<file path="src/hw/rtl/sis_pkg.sv">
// ----------------------------------------------------------------------------
// sis_pkg
// shared types and constants of the star iris scanline span block
// ----------------------------------------------------------------------------
`timescale 1ns / 1ps

package sis_pkg;

  // datapath widths, sized for the full range of the 8-bit state fields
  localparam int DP_W   = 10;  // signed working width of operands and divisors
  localparam int PROD_W = 2 * DP_W;
  localparam int MAG_W  = 17;  // magnitude of any product that can occur
  localparam int DIV_W  = 8;   // magnitude of any divisor that can occur
  localparam int CNT_W  = $clog2(MAG_W + 1);
  localparam int STEP_W = 4;

  // shape steps
  localparam logic [7:0] EDGE_X_STEP = 8'd3;
  localparam logic [7:0] EDGE_Y_STEP = 8'd2;
  localparam logic [7:0] PIVOT_STEP  = 8'd1;

  // microprogram addresses
  localparam logic [STEP_W-1:0] STEP_FETCH    = 4'd0;
  localparam logic [STEP_W-1:0] STEP_CLEAR    = 4'd1;
  localparam logic [STEP_W-1:0] STEP_GROW     = 4'd2;
  localparam logic [STEP_W-1:0] STEP_SHRINK   = 4'd3;
  localparam logic [STEP_W-1:0] STEP_MIRROR   = 4'd4;
  localparam logic [STEP_W-1:0] STEP_SETUP    = 4'd5;
  localparam logic [STEP_W-1:0] STEP_MUL      = 4'd6;
  localparam logic [STEP_W-1:0] STEP_DIV_INIT = 4'd7;
  localparam logic [STEP_W-1:0] STEP_DIV      = 4'd8;
  localparam logic [STEP_W-1:0] STEP_FIX      = 4'd9;
  localparam logic [STEP_W-1:0] STEP_EMIT     = 4'd10;

  // operation codes, in dispatch order
  typedef enum logic [1:0] {
    OP_CLEAR  = 2'd0,
    OP_GROW   = 2'd1,
    OP_SHRINK = 2'd2,
    OP_QUERY  = 2'd3
  } op_e;

  typedef enum logic [1:0] {
    MODE_CLEARED = 2'd0,
    MODE_DRAWN   = 2'd1,
    MODE_FULL    = 2'd2
  } mode_e;

  typedef enum logic [3:0] {
    DP_NOP,
    DP_FETCH,
    DP_CLEAR,
    DP_GROW,
    DP_SHRINK,
    DP_MIRROR,
    DP_SETUP,
    DP_MUL,
    DP_DIV_INIT,
    DP_DIV,
    DP_FIX,
    DP_EMIT
  } dp_op_e;

  typedef enum logic [2:0] {
    C_NEXT,
    C_JUMP,
    C_FETCH,
    C_FIXED,
    C_LOOP,
    C_EMIT
  } cond_e;

  typedef struct packed {
    dp_op_e              op;
    cond_e               cond;
    logic [STEP_W-1:0]   target;
  } ucode_t;

  typedef struct packed {
    logic in_valid;
    op_e  in_op;
    logic fixed;
    logic div_last;
    logic out_busy;
  } status_t;

endpackage

</file>
<file path="src/hw/rtl/sis_sequencer.sv">
// ----------------------------------------------------------------------------
// sis_sequencer
// step counter and control store; one control word per step
// ----------------------------------------------------------------------------
`timescale 1ns / 1ps

module sis_sequencer (
  input  logic              clk_i,
  input  logic              rst_ni,
  input  sis_pkg::status_t  status_i,
  output sis_pkg::dp_op_e   dp_op_o
);

  logic [sis_pkg::STEP_W-1:0] upc_q, upc_d;
  sis_pkg::ucode_t            uword;

  // control store
  always_comb begin
    case (upc_q)
      sis_pkg::STEP_FETCH:
        uword = '{op: sis_pkg::DP_FETCH, cond: sis_pkg::C_FETCH, target: sis_pkg::STEP_CLEAR};
      sis_pkg::STEP_CLEAR:
        uword = '{op: sis_pkg::DP_CLEAR, cond: sis_pkg::C_JUMP, target: sis_pkg::STEP_EMIT};
      sis_pkg::STEP_GROW:
        uword = '{op: sis_pkg::DP_GROW, cond: sis_pkg::C_JUMP, target: sis_pkg::STEP_EMIT};
      sis_pkg::STEP_SHRINK:
        uword = '{op: sis_pkg::DP_SHRINK, cond: sis_pkg::C_JUMP, target: sis_pkg::STEP_EMIT};
      sis_pkg::STEP_MIRROR:
        uword = '{op: sis_pkg::DP_MIRROR, cond: sis_pkg::C_NEXT, target: sis_pkg::STEP_FETCH};
      sis_pkg::STEP_SETUP:
        uword = '{op: sis_pkg::DP_SETUP, cond: sis_pkg::C_FIXED, target: sis_pkg::STEP_EMIT};
      sis_pkg::STEP_MUL:
        uword = '{op: sis_pkg::DP_MUL, cond: sis_pkg::C_NEXT, target: sis_pkg::STEP_FETCH};
      sis_pkg::STEP_DIV_INIT:
        uword = '{op: sis_pkg::DP_DIV_INIT, cond: sis_pkg::C_NEXT, target: sis_pkg::STEP_FETCH};
      sis_pkg::STEP_DIV:
        uword = '{op: sis_pkg::DP_DIV, cond: sis_pkg::C_LOOP, target: sis_pkg::STEP_DIV};
      sis_pkg::STEP_FIX:
        uword = '{op: sis_pkg::DP_FIX, cond: sis_pkg::C_NEXT, target: sis_pkg::STEP_FETCH};
      sis_pkg::STEP_EMIT:
        uword = '{op: sis_pkg::DP_EMIT, cond: sis_pkg::C_EMIT, target: sis_pkg::STEP_FETCH};
      default:
        uword = '{op: sis_pkg::DP_NOP, cond: sis_pkg::C_JUMP, target: sis_pkg::STEP_FETCH};
    endcase
  end

  // next step
  always_comb begin
    upc_d = upc_q + 4'd1;
    case (uword.cond)
      sis_pkg::C_NEXT: upc_d = upc_q + 4'd1;
      sis_pkg::C_JUMP: upc_d = uword.target;
      sis_pkg::C_FETCH: begin
        if (status_i.in_valid) begin
          upc_d = uword.target + sis_pkg::STEP_W'(status_i.in_op);
        end else begin
          upc_d = upc_q;
        end
      end
      sis_pkg::C_FIXED: upc_d = status_i.fixed ? uword.target : upc_q + 4'd1;
      sis_pkg::C_LOOP:  upc_d = status_i.div_last ? upc_q + 4'd1 : uword.target;
      sis_pkg::C_EMIT:  upc_d = status_i.out_busy ? upc_q : uword.target;
      default:          upc_d = sis_pkg::STEP_FETCH;
    endcase
  end

  always_ff @(posedge clk_i or negedge rst_ni) begin
    if (!rst_ni) begin
      upc_q <= sis_pkg::STEP_FETCH;
    end else begin
      upc_q <= upc_d;
    end
  end

  assign dp_op_o = uword.op;

  // an accepted transaction always leaves the fetch step
  assert property (@(posedge clk_i) disable iff (!rst_ni)
    (upc_q == sis_pkg::STEP_FETCH && status_i.in_valid) |=> (upc_q != sis_pkg::STEP_FETCH))
    else $error("sequencer stayed in fetch after accepting");

  // the program never runs past its last step
  assert property (@(posedge clk_i) disable iff (!rst_ni)
    upc_q <= sis_pkg::STEP_EMIT)
    else $error("step counter outside the program");

endmodule

</file>
<file path="src/hw/rtl/sis_divider.sv">
// ----------------------------------------------------------------------------
// sis_divider
// serial restoring divider on magnitudes, one quotient bit per cycle while step_i is high
// ----------------------------------------------------------------------------
`timescale 1ns / 1ps

module sis_divider (
  input  logic                       clk_i,
  input  logic                       rst_ni,
  input  logic                       load_i,
  input  logic                       step_i,
  input  logic [sis_pkg::MAG_W-1:0]  dividend_i,
  input  logic [sis_pkg::DIV_W-1:0]  divisor_i,
  output logic [sis_pkg::MAG_W-1:0]  quotient_o,
  output logic                       last_o
);

  logic [sis_pkg::MAG_W-1:0] quo_q, quo_d;
  logic [sis_pkg::DIV_W-1:0] rem_q, rem_d;
  logic [sis_pkg::DIV_W-1:0] dvs_q;
  logic [sis_pkg::CNT_W-1:0] cnt_q, cnt_d;
  logic [sis_pkg::DIV_W:0]   rem_sh;
  logic [sis_pkg::DIV_W:0]   rem_sub;
  logic                      ge;

  always_comb begin
    rem_sh  = {rem_q, quo_q[sis_pkg::MAG_W-1]};
    rem_sub = rem_sh - {1'b0, dvs_q};
    ge      = (rem_sh >= {1'b0, dvs_q});
    rem_d   = ge ? rem_sub[sis_pkg::DIV_W-1:0] : rem_sh[sis_pkg::DIV_W-1:0];
    quo_d   = {quo_q[sis_pkg::MAG_W-2:0], ge};
    cnt_d   = cnt_q;
    if (load_i) begin
      cnt_d = sis_pkg::CNT_W'(sis_pkg::MAG_W);
    end else if (step_i) begin
      cnt_d = cnt_q - 1'b1;
    end
  end

  always_ff @(posedge clk_i or negedge rst_ni) begin
    if (!rst_ni) begin
      cnt_q <= '0;
    end else begin
      cnt_q <= cnt_d;
    end
  end

  always_ff @(posedge clk_i) begin
    if (load_i) begin
      quo_q <= dividend_i;
      rem_q <= '0;
      dvs_q <= divisor_i;
    end else if (step_i) begin
      quo_q <= quo_d;
      rem_q <= rem_d;
    end
  end

  assign quotient_o = quo_q;
  assign last_o     = (cnt_q == sis_pkg::CNT_W'(1));

  assert property (@(posedge clk_i) disable iff (!rst_ni)
    load_i |=> (cnt_q == sis_pkg::CNT_W'(sis_pkg::MAG_W)))
    else $error("divider count not loaded");

  assert property (@(posedge clk_i) disable iff (!rst_ni)
    step_i |-> (cnt_q != '0))
    else $error("divider stepped with no bits left");

endmodule

</file>
<file path="src/hw/rtl/sis_datapath.sv">
// ----------------------------------------------------------------------------
// sis_datapath
// shape registers, row mirroring, operand setup, multiplier, divider and output stage
// ----------------------------------------------------------------------------
`timescale 1ns / 1ps

module sis_datapath #(
  parameter int unsigned SCREEN_WIDTH    = 240,
  parameter int unsigned SCREEN_HEIGHT   = 160,
  parameter int unsigned SLOW_PHASE_ROWS = 60
) (
  input  logic              clk_i,
  input  logic              rst_ni,
  input  sis_pkg::dp_op_e   op_i,
  output sis_pkg::status_t  status_o,
  input  logic              s_tvalid_i,
  input  logic [1:0]        s_op_i,
  input  logic [7:0]        s_row_i,
  output logic              s_tready_o,
  output logic              m_tvalid_o,
  input  logic              m_tready_i,
  output logic [23:0]       m_tdata_o
);

  localparam int DW = sis_pkg::DP_W;
  localparam int PW = sis_pkg::PROD_W;

  localparam logic signed [DW-1:0] HALF_W_S = DW'(SCREEN_WIDTH / 2);
  localparam logic signed [DW-1:0] HALF_H_S = DW'(SCREEN_HEIGHT / 2);
  localparam logic signed [DW-1:0] SLOW_S   = DW'(SLOW_PHASE_ROWS);
  localparam logic [8:0]           H_9      = 9'(SCREEN_HEIGHT);
  localparam logic [8:0]           HALF_H_9 = 9'(SCREEN_HEIGHT / 2);
  localparam logic [7:0]           W_8      = 8'(SCREEN_WIDTH);
  localparam logic [7:0]           HALF_W_8 = 8'(SCREEN_WIDTH / 2);

  // shape state
  logic [7:0]      edge_x_q, edge_y_q, pivot_y_q;
  sis_pkg::mode_e  mode_q;

  // per transaction working registers
  logic [7:0]             row_q;
  logic [7:0]             m_q;
  logic signed [DW-1:0]   a_q, b_q, den_q;
  logic [7:0]             off_q;
  logic signed [PW-1:0]   prod_q;
  logic                   neg_q, denz_q;
  logic [7:0]             res_left_q, res_right_q;
  logic                   res_done_q;
  logic [23:0]            m_tdata_q;
  logic                   m_tvalid_q;

  logic signed [DW-1:0]   p10, ex10, ey10, m10, half_p, px10;
  logic                   upper, full_span, fixed, out_busy, in_acc;
  logic [8:0]             row9, r9, mir9;
  logic [7:0]             m_d;
  logic signed [DW-1:0]   a_d, b_d, den_d;
  logic [7:0]             off_d;
  logic [PW-1:0]          prod_abs;
  logic [DW-1:0]          den_abs;
  logic [sis_pkg::MAG_W-1:0] quo;
  logic                   div_last;
  logic [7:0]             qs, col;
  logic [7:0]             pivot_dec;

  always_comb begin
    p10    = DW'(signed'(pivot_y_q));
    ex10   = DW'(signed'(edge_x_q));
    ey10   = DW'(signed'(edge_y_q));
    m10    = signed'({2'b00, m_q});
    half_p = (p10 + signed'({{(DW-1){1'b0}}, p10[DW-1]})) >>> 1;
    px10   = p10 + half_p;
    upper  = (m10 < p10);

    full_span = (mode_q == sis_pkg::MODE_FULL) ||
                (mode_q == sis_pkg::MODE_DRAWN && m10 < ey10);
    fixed     = !(mode_q == sis_pkg::MODE_DRAWN && !(m10 < ey10));

    den_d = upper ? (p10 - ey10) : (p10 - HALF_H_S);
    a_d   = upper ? (m10 - ey10) : (px10 - ex10);
    b_d   = upper ? (px10 - HALF_W_S) : (m10 - HALF_H_S);
    off_d = upper ? HALF_W_8 : edge_x_q;

    // fold the row into the top half
    row9 = {1'b0, row_q};
    r9   = (row9 < H_9) ? row9 : 9'd0;
    mir9 = H_9 - 9'd1 - r9;
    m_d  = (r9 >= HALF_H_9 && r9 != mir9) ? mir9[7:0] : r9[7:0];

    prod_abs = prod_q[PW-1] ? PW'(-prod_q) : PW'(prod_q);
    den_abs  = den_q[DW-1] ? DW'(-den_q) : DW'(den_q);

    qs  = neg_q ? (~quo[7:0] + 8'd1) : quo[7:0];
    col = off_q + (denz_q ? 8'd0 : qs);

    pivot_dec = pivot_y_q - sis_pkg::PIVOT_STEP;

    out_busy = m_tvalid_q && !m_tready_i;
    in_acc   = (op_i == sis_pkg::DP_FETCH) && s_tvalid_i;
  end

  sis_divider u_div (
    .clk_i      (clk_i),
    .rst_ni     (rst_ni),
    .load_i     (op_i == sis_pkg::DP_DIV_INIT),
    .step_i     (op_i == sis_pkg::DP_DIV),
    .dividend_i (prod_abs[sis_pkg::MAG_W-1:0]),
    .divisor_i  (den_abs[sis_pkg::DIV_W-1:0]),
    .quotient_o (quo),
    .last_o     (div_last)
  );

  // shape state and output valid
  always_ff @(posedge clk_i or negedge rst_ni) begin
    if (!rst_ni) begin
      edge_x_q   <= '0;
      edge_y_q   <= '0;
      pivot_y_q  <= '0;
      mode_q     <= sis_pkg::MODE_CLEARED;
      m_tvalid_q <= 1'b0;
    end else begin
      case (op_i)
        sis_pkg::DP_CLEAR: begin
          edge_x_q  <= '0;
          edge_y_q  <= '0;
          pivot_y_q <= '0;
          mode_q    <= sis_pkg::MODE_CLEARED;
        end
        sis_pkg::DP_GROW: begin
          if (p10 >= HALF_H_S) begin
            mode_q <= sis_pkg::MODE_FULL;
          end else begin
            if (p10 >= SLOW_S) begin
              edge_x_q <= edge_x_q + sis_pkg::EDGE_X_STEP;
              edge_y_q <= edge_y_q + sis_pkg::EDGE_Y_STEP;
            end
            pivot_y_q <= pivot_y_q + sis_pkg::PIVOT_STEP;
            mode_q    <= sis_pkg::MODE_DRAWN;
          end
        end
        sis_pkg::DP_SHRINK: begin
          if (p10 >= SLOW_S) begin
            edge_x_q <= edge_x_q - sis_pkg::EDGE_X_STEP;
            edge_y_q <= edge_y_q - sis_pkg::EDGE_Y_STEP;
          end
          pivot_y_q <= pivot_dec;
          mode_q    <= sis_pkg::MODE_DRAWN;
        end
        default: begin
        end
      endcase
      if (op_i == sis_pkg::DP_EMIT && !out_busy) begin
        m_tvalid_q <= 1'b1;
      end else if (m_tready_i) begin
        m_tvalid_q <= 1'b0;
      end
    end
  end

  // working registers
  always_ff @(posedge clk_i) begin
    if (in_acc) begin
      row_q <= s_row_i;
    end
    case (op_i)
      sis_pkg::DP_CLEAR: begin
        res_left_q  <= '0;
        res_right_q <= '0;
        res_done_q  <= 1'b0;
      end
      sis_pkg::DP_GROW: begin
        res_left_q  <= '0;
        res_right_q <= '0;
        res_done_q  <= (p10 >= HALF_H_S);
      end
      sis_pkg::DP_SHRINK: begin
        res_left_q  <= '0;
        res_right_q <= '0;
        res_done_q  <= pivot_dec[7];
      end
      sis_pkg::DP_MIRROR: m_q <= m_d;
      sis_pkg::DP_SETUP: begin
        a_q         <= a_d;
        b_q         <= b_d;
        den_q       <= den_d;
        off_q       <= off_d;
        res_left_q  <= '0;
        res_right_q <= full_span ? W_8 : 8'd0;
        res_done_q  <= 1'b0;
      end
      sis_pkg::DP_MUL: prod_q <= a_q * b_q;
      sis_pkg::DP_DIV_INIT: begin
        neg_q  <= prod_q[PW-1] ^ den_q[DW-1];
        denz_q <= (den_q == '0);
      end
      sis_pkg::DP_FIX: begin
        res_left_q  <= W_8 - col;
        res_right_q <= col - 8'd1;
      end
      sis_pkg::DP_EMIT: begin
        if (!out_busy) begin
          m_tdata_q <= {7'd0, res_done_q, res_right_q, res_left_q};
        end
      end
      default: begin
      end
    endcase
  end

  assign status_o = '{in_valid: s_tvalid_i, in_op: sis_pkg::op_e'(s_op_i), fixed: fixed,
                      div_last: div_last, out_busy: out_busy};
  assign s_tready_o = (op_i == sis_pkg::DP_FETCH);
  assign m_tvalid_o = m_tvalid_q;
  assign m_tdata_o  = m_tdata_q;

  // a result appears only from the emit step
  assert property (@(posedge clk_i) disable iff (!rst_ni)
    $rose(m_tvalid_q) |-> $past(op_i == sis_pkg::DP_EMIT))
    else $error("result raised outside the emit step");

  // the pivot moves only on shape operations
  assert property (@(posedge clk_i) disable iff (!rst_ni)
    (op_i != sis_pkg::DP_GROW && op_i != sis_pkg::DP_SHRINK && op_i != sis_pkg::DP_CLEAR)
    |=> $stable(pivot_y_q))
    else $error("pivot changed outside a frame step");

endmodule

</file>
<file path="src/hw/rtl/star_iris_scanline_span_core.sv">
// ----------------------------------------------------------------------------
// star_iris_scanline_span_core
// star shaped window span per scanline, worked out by a microcoded datapath
// ----------------------------------------------------------------------------
//  channel  | dir | fields (lowest bit first)
//  s_axis   | in  | tuser: operation[1:0]; tdata: row[7:0]
//  m_axis   | out | tdata: span_left[7:0], span_right[15:8], done_res[16], zero[23:17]
//
//  a frame operation runs its shape step, then emit; a query runs mirror and setup,
//  then, unless the span is fixed, multiply, divider load, the serial divider and fix
//  one transaction is in flight at a time; the next is taken while a result waits
//  reset clears the outline, the mode and the step counter at once
//  a stalled output holds the sequencer at its emit step
// ----------------------------------------------------------------------------
`timescale 1ns / 1ps

module star_iris_scanline_span_core #(
  parameter int unsigned SCREEN_WIDTH    = 240,
  parameter int unsigned SCREEN_HEIGHT   = 160,
  parameter int unsigned SLOW_PHASE_ROWS = 60
) (
  input  logic        clk_i,
  input  logic        rst_ni,
  input  logic        s_axis_tvalid_i,
  output logic        s_axis_tready_o,
  input  logic [7:0]  s_axis_tdata_i,   // row
  input  logic [1:0]  s_axis_tuser_i,   // operation
  output logic        m_axis_tvalid_o,
  input  logic        m_axis_tready_i,
  output logic [23:0] m_axis_tdata_o    // span_left, span_right, done_res
);

  sis_pkg::status_t status;
  sis_pkg::dp_op_e  dp_op;

  sis_sequencer u_seq (
    .clk_i    (clk_i),
    .rst_ni   (rst_ni),
    .status_i (status),
    .dp_op_o  (dp_op)
  );

  sis_datapath #(
    .SCREEN_WIDTH    (SCREEN_WIDTH),
    .SCREEN_HEIGHT   (SCREEN_HEIGHT),
    .SLOW_PHASE_ROWS (SLOW_PHASE_ROWS)
  ) u_dp (
    .clk_i      (clk_i),
    .rst_ni     (rst_ni),
    .op_i       (dp_op),
    .status_o   (status),
    .s_tvalid_i (s_axis_tvalid_i),
    .s_op_i     (s_axis_tuser_i),
    .s_row_i    (s_axis_tdata_i),
    .s_tready_o (s_axis_tready_o),
    .m_tvalid_o (m_axis_tvalid_o),
    .m_tready_i (m_axis_tready_i),
    .m_tdata_o  (m_axis_tdata_o)
  );

endmodule
</file>
<file path="config.mk">
export PLATFORM = sky130hd
export DESIGN_NAME = star_iris_scanline_span_core
export DESIGN_NICKNAME = d
export VERILOG_FILES = /design/src/hw/rtl/sis_pkg.sv /design/src/hw/rtl/sis_sequencer.sv /design/src/hw/rtl/sis_divider.sv /design/src/hw/rtl/sis_datapath.sv /design/src/hw/rtl/star_iris_scanline_span_core.sv
export SDC_FILE = /design/constraint.sdc
export NUM_CORES = 1
export LEC_CHECK = 0
export BUFFER_PORTS_ARGS = -buffer_cell sky130_fd_sc_hd__buf_2
export CAP_MARGIN = 25
export CORE_MARGIN = 5
export CORE_UTILIZATION = 55
export CTS_BUF_LIST = sky130_fd_sc_hd__clkbuf_4 sky130_fd_sc_hd__clkbuf_8 sky130_fd_sc_hd__clkbuf_16
export CTS_CLUSTER_DIAMETER = 200
export DETAILED_ROUTE_END_ITERATION = 16
export GPL_TIMING_DRIVEN = 0
export PLACE_DENSITY = 0.72
export SLEW_MARGIN = 20
export SYNTH_ARGS = -nofsm -noshare
export SYNTH_HDL_FRONTEND = slang
export SYNTH_HIERARCHICAL = 1
export SYNTH_SLANG_ARGS = --single-unit
</file>
<file path="constraint.sdc">
create_clock -name clk_i -period 11.3 [get_ports clk_i]
set_input_delay 0 -clock clk_i [delete_from_list [all_inputs] [get_ports clk_i]]
set_output_delay 0 -clock clk_i [all_outputs]
set_load 0.05 [all_outputs]
</file>
-- After elaboration in Yosys (flattened, before gate mapping)
Memories as Yosys holds them, arrays and structs flattened.
Index checks and enable logic that the tools add are counted.
- register bits after elaboration: 179
- memory bits (read-only): 160
- bits of input ports: 14
- output and inout port bits: 26
- word-level logic and storage cells: 147
- memories kept: 1
- memory list (name ; words ; width ; rd ports ; clocked after Yosys merged registers in ; write ports ; line ; RTL):
    (name not given) ; 16 ; 10 ; 1 ; 0 ; 0 ; sis_sequencer.sv:19 ; case (upc_q)
- add/subtract/negate cells: 25
- $mul: 1
- order comparisons: 7
- equal/unequal tests: 25
- multiplexer cells: 37
- bitwise logic cells: 3
- reduce and logical (&&, ||, !) cells: 25
- operators by type and width (kind ; count):
    8-bit 2-to-1 mux ; 14
    8-bit one-hot mux with 3 select lines ; 4
    17-bit 2-to-1 mux ; 3
    10-bit 2-to-1 mux ; 3
    4-bit one-hot mux with 6 select lines ; 1
    10-bit by 10-bit multiplier with 20-bit output ; 1
    9-bit by 8-bit < comparator with 1-bit output ; 2
    17-bit negator ; 1
    8-bit by 1-bit adder with 8-bit output (second input constant) ; 2
    8-bit by 2-bit adder with 8-bit output (second input constant) ; 2
    4-bit by 3-bit equality test with 1-bit output (second input constant) ; 4
    4-bit equality test (second input constant) ; 4
    4-bit 2-to-1 mux ; 4
    8-bit one-hot mux with 2 select lines ; 1
    8-bit by 1-bit subtractor with 8-bit output (second input constant) ; 2
    8-bit by 2-bit subtractor with 8-bit output (second input constant) ; 2
    10-bit zero test ; 1
    5-bit 2-to-1 mux ; 2
    10-bit by 8-bit subtractor with 10-bit output ; 1
    10-bit by 8-bit subtractor with 10-bit output (second input constant) ; 1
    9-bit by 8-bit subtractor with 10-bit output ; 1
    8-bit by 2-bit adder with 9-bit output ; 1
    8-bit by 8-bit adder with 9-bit output ; 1
    9-bit by 7-bit greater-or-equal comparator with 1-bit output (second input constant) ; 1
    44 further kinds ; 64

-- Logic depth before layout (Yosys ltp)
- word-level depth: 7
- depth in mapped cells: 19

-- Modules after synthesis
Netlist, hierarchy kept.
- modules (own cells, without submodules) (module ; instances ; cells an instance ; area each (sq um) ; sequential area each (sq um)):
    sis_datapath ; 1 ; 1318 ; 12578.3 ; 3863.7
    sis_divider ; 1 ; 170 ; 2000.7 ; 1036.0
    sis_sequencer ; 1 ; 72 ; 595.6 ; 100.1

-- Least setup slack after synthesis
Ideal clock, no wire load.
- kind: register -> register
- start: register u_dp.b_q[2]
- end: register u_dp.prod_q[19], data pin
- library setup time: 0.265 ns
- data arrival time: 4.881 ns
- data required time: 11.035 ns
- slack: 6.153 ns
- stages on the path, launching flop included: 17
- path buffers: 1
- period minus slack after synthesis: 5.147 ns
- cell sequence: edfxtp_1 -> clkbuf_1 -> and2_1 -> fa_1 -> inv_1 -> fa_1 -> fa_1 -> inv_1 -> fa_1 -> inv_1 -> fa_1 -> inv_1 -> ha_1 -> a21o_1 -> a21o_1 -> a221oi_1 -> xnor2_1
- longest elaborated chain between the ends: 1
- ends and longest elaborated chain (element ; line ; RTL):
    from (decl) ; sis_datapath.sv:43 ; logic signed [DW-1:0] a_q, b_q, den_q;
    from (signal assigned) ; sis_datapath.sv:183 ; b_q <= b_d;
    10-bit by 10-bit multiplier with 20-bit output ; sis_datapath.sv:190 ; sis_pkg::DP_MUL: prod_q <= a_q * b_q;
    to (signal assigned) ; sis_datapath.sv:190 ;
    to (decl) ; sis_datapath.sv:45 ; logic signed [PW-1:0] prod_q;
No other way between the ends.
A chain may end at the register's enable or synchronous reset.

-- Final worst setup path
- start: register u_dp.b_q[1]
- end: register u_dp.prod_q[19], data pin
The elaborated chain is that of the path after synthesis.

==> results <==
- For this design the static power due to leakage is 7.282 nW.
- The final hold violation count is 0.
- The commonest cells after synthesis are inv_1 (208), ha_1 (135), nand2_1 (135).
- The data arrival time of the critical path is 5900 ps.
- After the last flow step, the layout net total stands at 1879.
- The floorplan has 60 rows.
- The first-pass GRT wire length is 55.26 mm.
- The number of antenna violations at the first check in global routing is 0.
- The peak ir drop on the vdd network is 0.1491 mV.
- By area the synthesized netlist is led by edfxtp_1 (26%), fa_1 (13%), ha_1 (11%).
- The path with the worst hold slack has its endpoint at u_seq/upc_q[0].
- Counting flops with a built-in enable in the synthesized netlist gives 132.
- Clock tree synthesis inserted a total of 17 buffers.
- Derived from the worst setup path, the maximum achievable clock frequency is 0.1746 GHz.
- The first routing iteration left 734 violations.
- After routing, the total negative slack on setup checks comes to 0 ps.
- The number of antenna diodes in the final layout is 0.
- The final total power is 5.172 mW.
- In this run the critical register-to-register path is launched from u_dp/b_q[1].
- The total of warnings raised by yosys is 6.
- In this run the tightest slew margin relative to its limit is 43.09%.
- Along the worst path, the maximum fanout reaches 10.
- Sequential cells were found to cover 32.95% of the synthesized design area.
- The cell at the root of the clock tree is clkbuf_16.
- The remaining number of nets flagged by the antenna check after routing is 0.
- The final critical path time including I/O delays and setup is 5727 ps.
- Fill cells in the final layout number 2316.
- Detailed placement ended at an HPWL of 25.93 mm.
- The standard cell with the maximum stage delay on the critical path is fa_1.
- The number of storage elements in the synthesis netlist is 175.
- Counting every sink on the clock net gives 175.
- The number of global-route vias before repair is 11171.
- The clock reaches the later pin of the worst-skew pair after 440 ps.
- The final count of pins violating max slew is 0.
- The cell occurring most often along the worst timing path is fa_1.
- Across every metal layer, demand over resource in global routing totals 21.93%.
- Wires add up to 32.40 mm.
- The buffers inserted during post-CTS setup optimization is 0.
- Max-cap violations in this run came to 0.
- Entering global routing, the biggest net connects 36 pins.
- The average footprint of a synthesized cell is 9.727 um2.
- The setup clock skew after layout is 17.69 ps.
- Summing the areas of all xor and xnor instances in the mapped netlist gives 6.918% of the synthesized area.
- The number of remaining DRC errors is 0.
- TritonCTS built the clock tree.
- Port buffering added 30 buffers.
- For this configuration, the core starts out at a cell density of 56.15%.
- The summed instance area of the synthesized netlist is 0.01517 mm2.
- The critical path capture point type is a flip-flop.
- The total via count after detailed routing is 11032.
- In this run the register-to-register setup slack is 5570 ps.
- The startpoint of the most critical setup path is u_dp/b_q[1].
- The maximum level of the CTS H-tree is 4.
- The measured slew at the worst slew-check pin is 853.6 ps.
- The flow ran to the end, and the final reports show no timing, DRC or antenna violations.
- The worst hold path was traced through 4 stages.
- The cell accounting for the most synthesized area is edfxtp_1.
- In this run the power density over the cells is 312.5 mW/mm2.
- The detailed-route vias per instance is 5.560.
- The die outline area is 0.03101 mm2.
- The maximum single-stage delay on the critical path is 600 ps.
- Routability-driven placement finished with a final weighted congestion of 0.9268.
- The portion of synthesized area spent on multiplexers is 2.111%.
- The type of element launching the critical path is a flip-flop.
- The worst register-to-register path has a depth of 17.
- In the final layout, the share of cells above drive strength 1 is 8.764%.
- The type of the worst min-delay path is input pin to flip-flop.
- For this run, the detailed router's first-pass iteration total came to 5.
- The dominant combinational cell family by area after synthesis is adder cells.
- The synthesized netlist cell count is 1560.
- Setup violations remaining at the end of the flow were counted as 0.
- Summed over all layers, the global routing overflow is 0.
- The signal on the critical path passes through clkbuf_1 -> nand2_1 -> inv_1 -> fa_1 -> fa_1 -> fa_1 -> fa_1 -> inv_1 -> fa_1 -> inv_1 -> ha_1 -> a21o_1 -> a21oi_1 -> nor2b_1 -> o21ai_0 -> a221oi_1 -> xnor2_1.
- Relative to the synthesized area, the layout overhead comes to 9.078%.
- The synthesized netlist devotes 13.69% of its cell area to simple gates.
- The ratio of final minimum period to clock period is 50.68%.
- The maximum root-to-sink buffer count is 2.
- The most frequent cell after synthesis is inv_1.
- The core area is 0.02703 mm2.
- The start point of the worst min-delay path is s_axis_tuser_i[0].
- The netlist uses 84 different library cells.
- The endpoint of the most critical register-to-register path is u_dp/prod_q[19].
- The vertical die dimension is 176.1 um.
- The data required time of the critical path is 11470 ps.
- Clock-pin slew was measured on the worst setup and hold paths at 80 ps.
- Setup repair after global routing left no endpoint under its margin.
- In this run the biggest area consumer among cell types represents 26.12% of the synthesized area.
- Summing the areas of all compound-gate instances in the mapped netlist gives 12.57% of the synthesized area.
- The critical path class is flip-flop to flip-flop.
- The average detailed-routed wire length per instance is 16.33 um.
- 40 I/O pins were placed.
- In the synthesized netlist the dominant register cell turns out to be edfxtp_1.
- The width of the die is 176.1 um.
- The async set or reset register ratio after synthesis is 20.00%.
- The adder-cell area share of the yosys netlist is 24.32%.
state kept, by name, summed over array words and instances (netlist names), 7 cells and up:
register / count
u_dp/pivot_y_q: 8
u_dp/u_div/dvs_q: 8
u_dp/den_q: 9
u_dp/edge_x_q: 8
u_dp/m_tdata_o: 17
u_dp/prod_q: 18
u_dp/b_q: 10
u_dp/row_q: 8
u_dp/edge_y_q: 7
u_dp/u_div/quotient_o: 17
u_dp/res_left_q: 8
u_dp/off_q: 8
u_dp/u_div/rem_q: 8
u_dp/res_right_q: 8
u_dp/m_q: 8
u_dp/a_q: 10
routing by layer:
layer  vias to the layer above  global-route usage, %  wire length [um]
met1                      5306                  29.99             14740
li1                       5401                      -                 -
met4                         0                  6.400               682
met5                         -                      0                 0
met3                        39                  3.512              1544
met2                       286                  36.35             15440
metrics by stage:
stage | std cells | util (%) | hold WS, ps | worst slack [ps] | instance area (um2)
after floorplan | 1568 | - | -295.6 | 6153 | 15200
after global placement | 1939 | 58.39 | 169.8 | 5650 | 15780
after detailed placement | 1942 | 58.61 | 163.7 | 5556 | 15840
after CTS | 1984 | 61.25 | 46.77 | 5540 | 16550
after global routing | 1984 | 61.25 | 74.90 | 5154 | 16550
final | 1984 | 61.25 | 54.65 | 5573 | 16550
how the worst max path moves through the flow:
stage	end	slack, ps	cells after the start
5_1_grt	u_dp/prod_q[19]	5150	17
3_5_place_dp	u_dp/prod_q[19]	5560	17
2_1_floorplan	u_dp/prod_q[19]	6150	16
4_1_cts	u_dp/prod_q[19]	5540	17
3_3_place_gp	u_dp/prod_q[19]	5650	17
6_report	u_dp/prod_q[19]	5570	17
area by class of cell:
| type | instances | area (um2) | area share [%] |
|---|---|---|---|
| Inverter | 209 | 784.5 | 4.740 |
| Tap cell | 341 | 426.7 | 2.578 |
| Sequential cell | 175 | 5000 | 30.21 |
| Clock buffer | 17 | 425.4 | 2.570 |
| Timing Repair Buffer | 43 | 296.5 | 1.792 |
| Buffer | 70 | 341.6 | 2.064 |
| Multi-Input combinational cell | 1114 | 9090 | 54.92 |
| Clock inverter | 15 | 187.7 | 1.134 |
worst max-delay path: cells and delay by family, from the launching register on:
kind | cells | cell delay [ps]
flops | 1 | 320
simple gates | 2 | 370
compound gates | 4 | 930
fa+ha+maj | 6 | 3010
xor+xnor | 1 | 140
buf+inv | 4 | 680
placed cells by master, fill, tap and decap left out, drive strengths merged, types with 9 or more instances in the layout:
cell | Yosys | layout
and3 | 9 | 9
clkbuf | 39 | 56
a21o | 24 | 24
o22ai | 11 | 11
o21a | 9 | 9
dlygate4sd3 | 0 | 10
buf | 31 | 64
a211oi | 12 | 12
dfrtp | 35 | 35
or3 | 11 | 11
nor3 | 24 | 24
o31ai | 16 | 16
inv | 208 | 215
nand3 | 25 | 25
a31oi | 10 | 10
nor2 | 102 | 102
and2 | 45 | 45
xor2 | 38 | 38
conb | 1 | 9
clkinv | 1 | 9
nand2 | 137 | 137
nand2b | 32 | 32
o21ai | 91 | 91
fa | 100 | 100
nor2b | 18 | 18
a21oi | 61 | 61
edfxtp | 132 | 132
ha | 135 | 135
mux2 | 21 | 21
xnor2 | 81 | 81
what timing repair did:
action / in CTS / in global routing
resized for setup: 0 / 0
hold buffers: 10 / 0
endpoints found under the hold margin: 44 / 0
cell families after synthesis:
logic type / Yosys count
multiplexers: 29
flip-flops: 175
XOR/XNOR: 119
AO/OA/AOI/OAI: 293
AND/OR/NAND/NOR: 429
other: 1
adder cells (fa/ha/maj): 235
buffers and inverters: 279
power breakdown:
group | total (mW) | leakage [nW] | internal [mW] | switching (mW)
Clock | 0.591 | 0.298 | 0.302 | 0.289
Combinational | 3.40 | 5.24 | 1.39 | 2.01
Sequential | 1.18 | 1.75 | 1.06 | 0.125
Note: power is estimated with default switching activity, not from simulation.
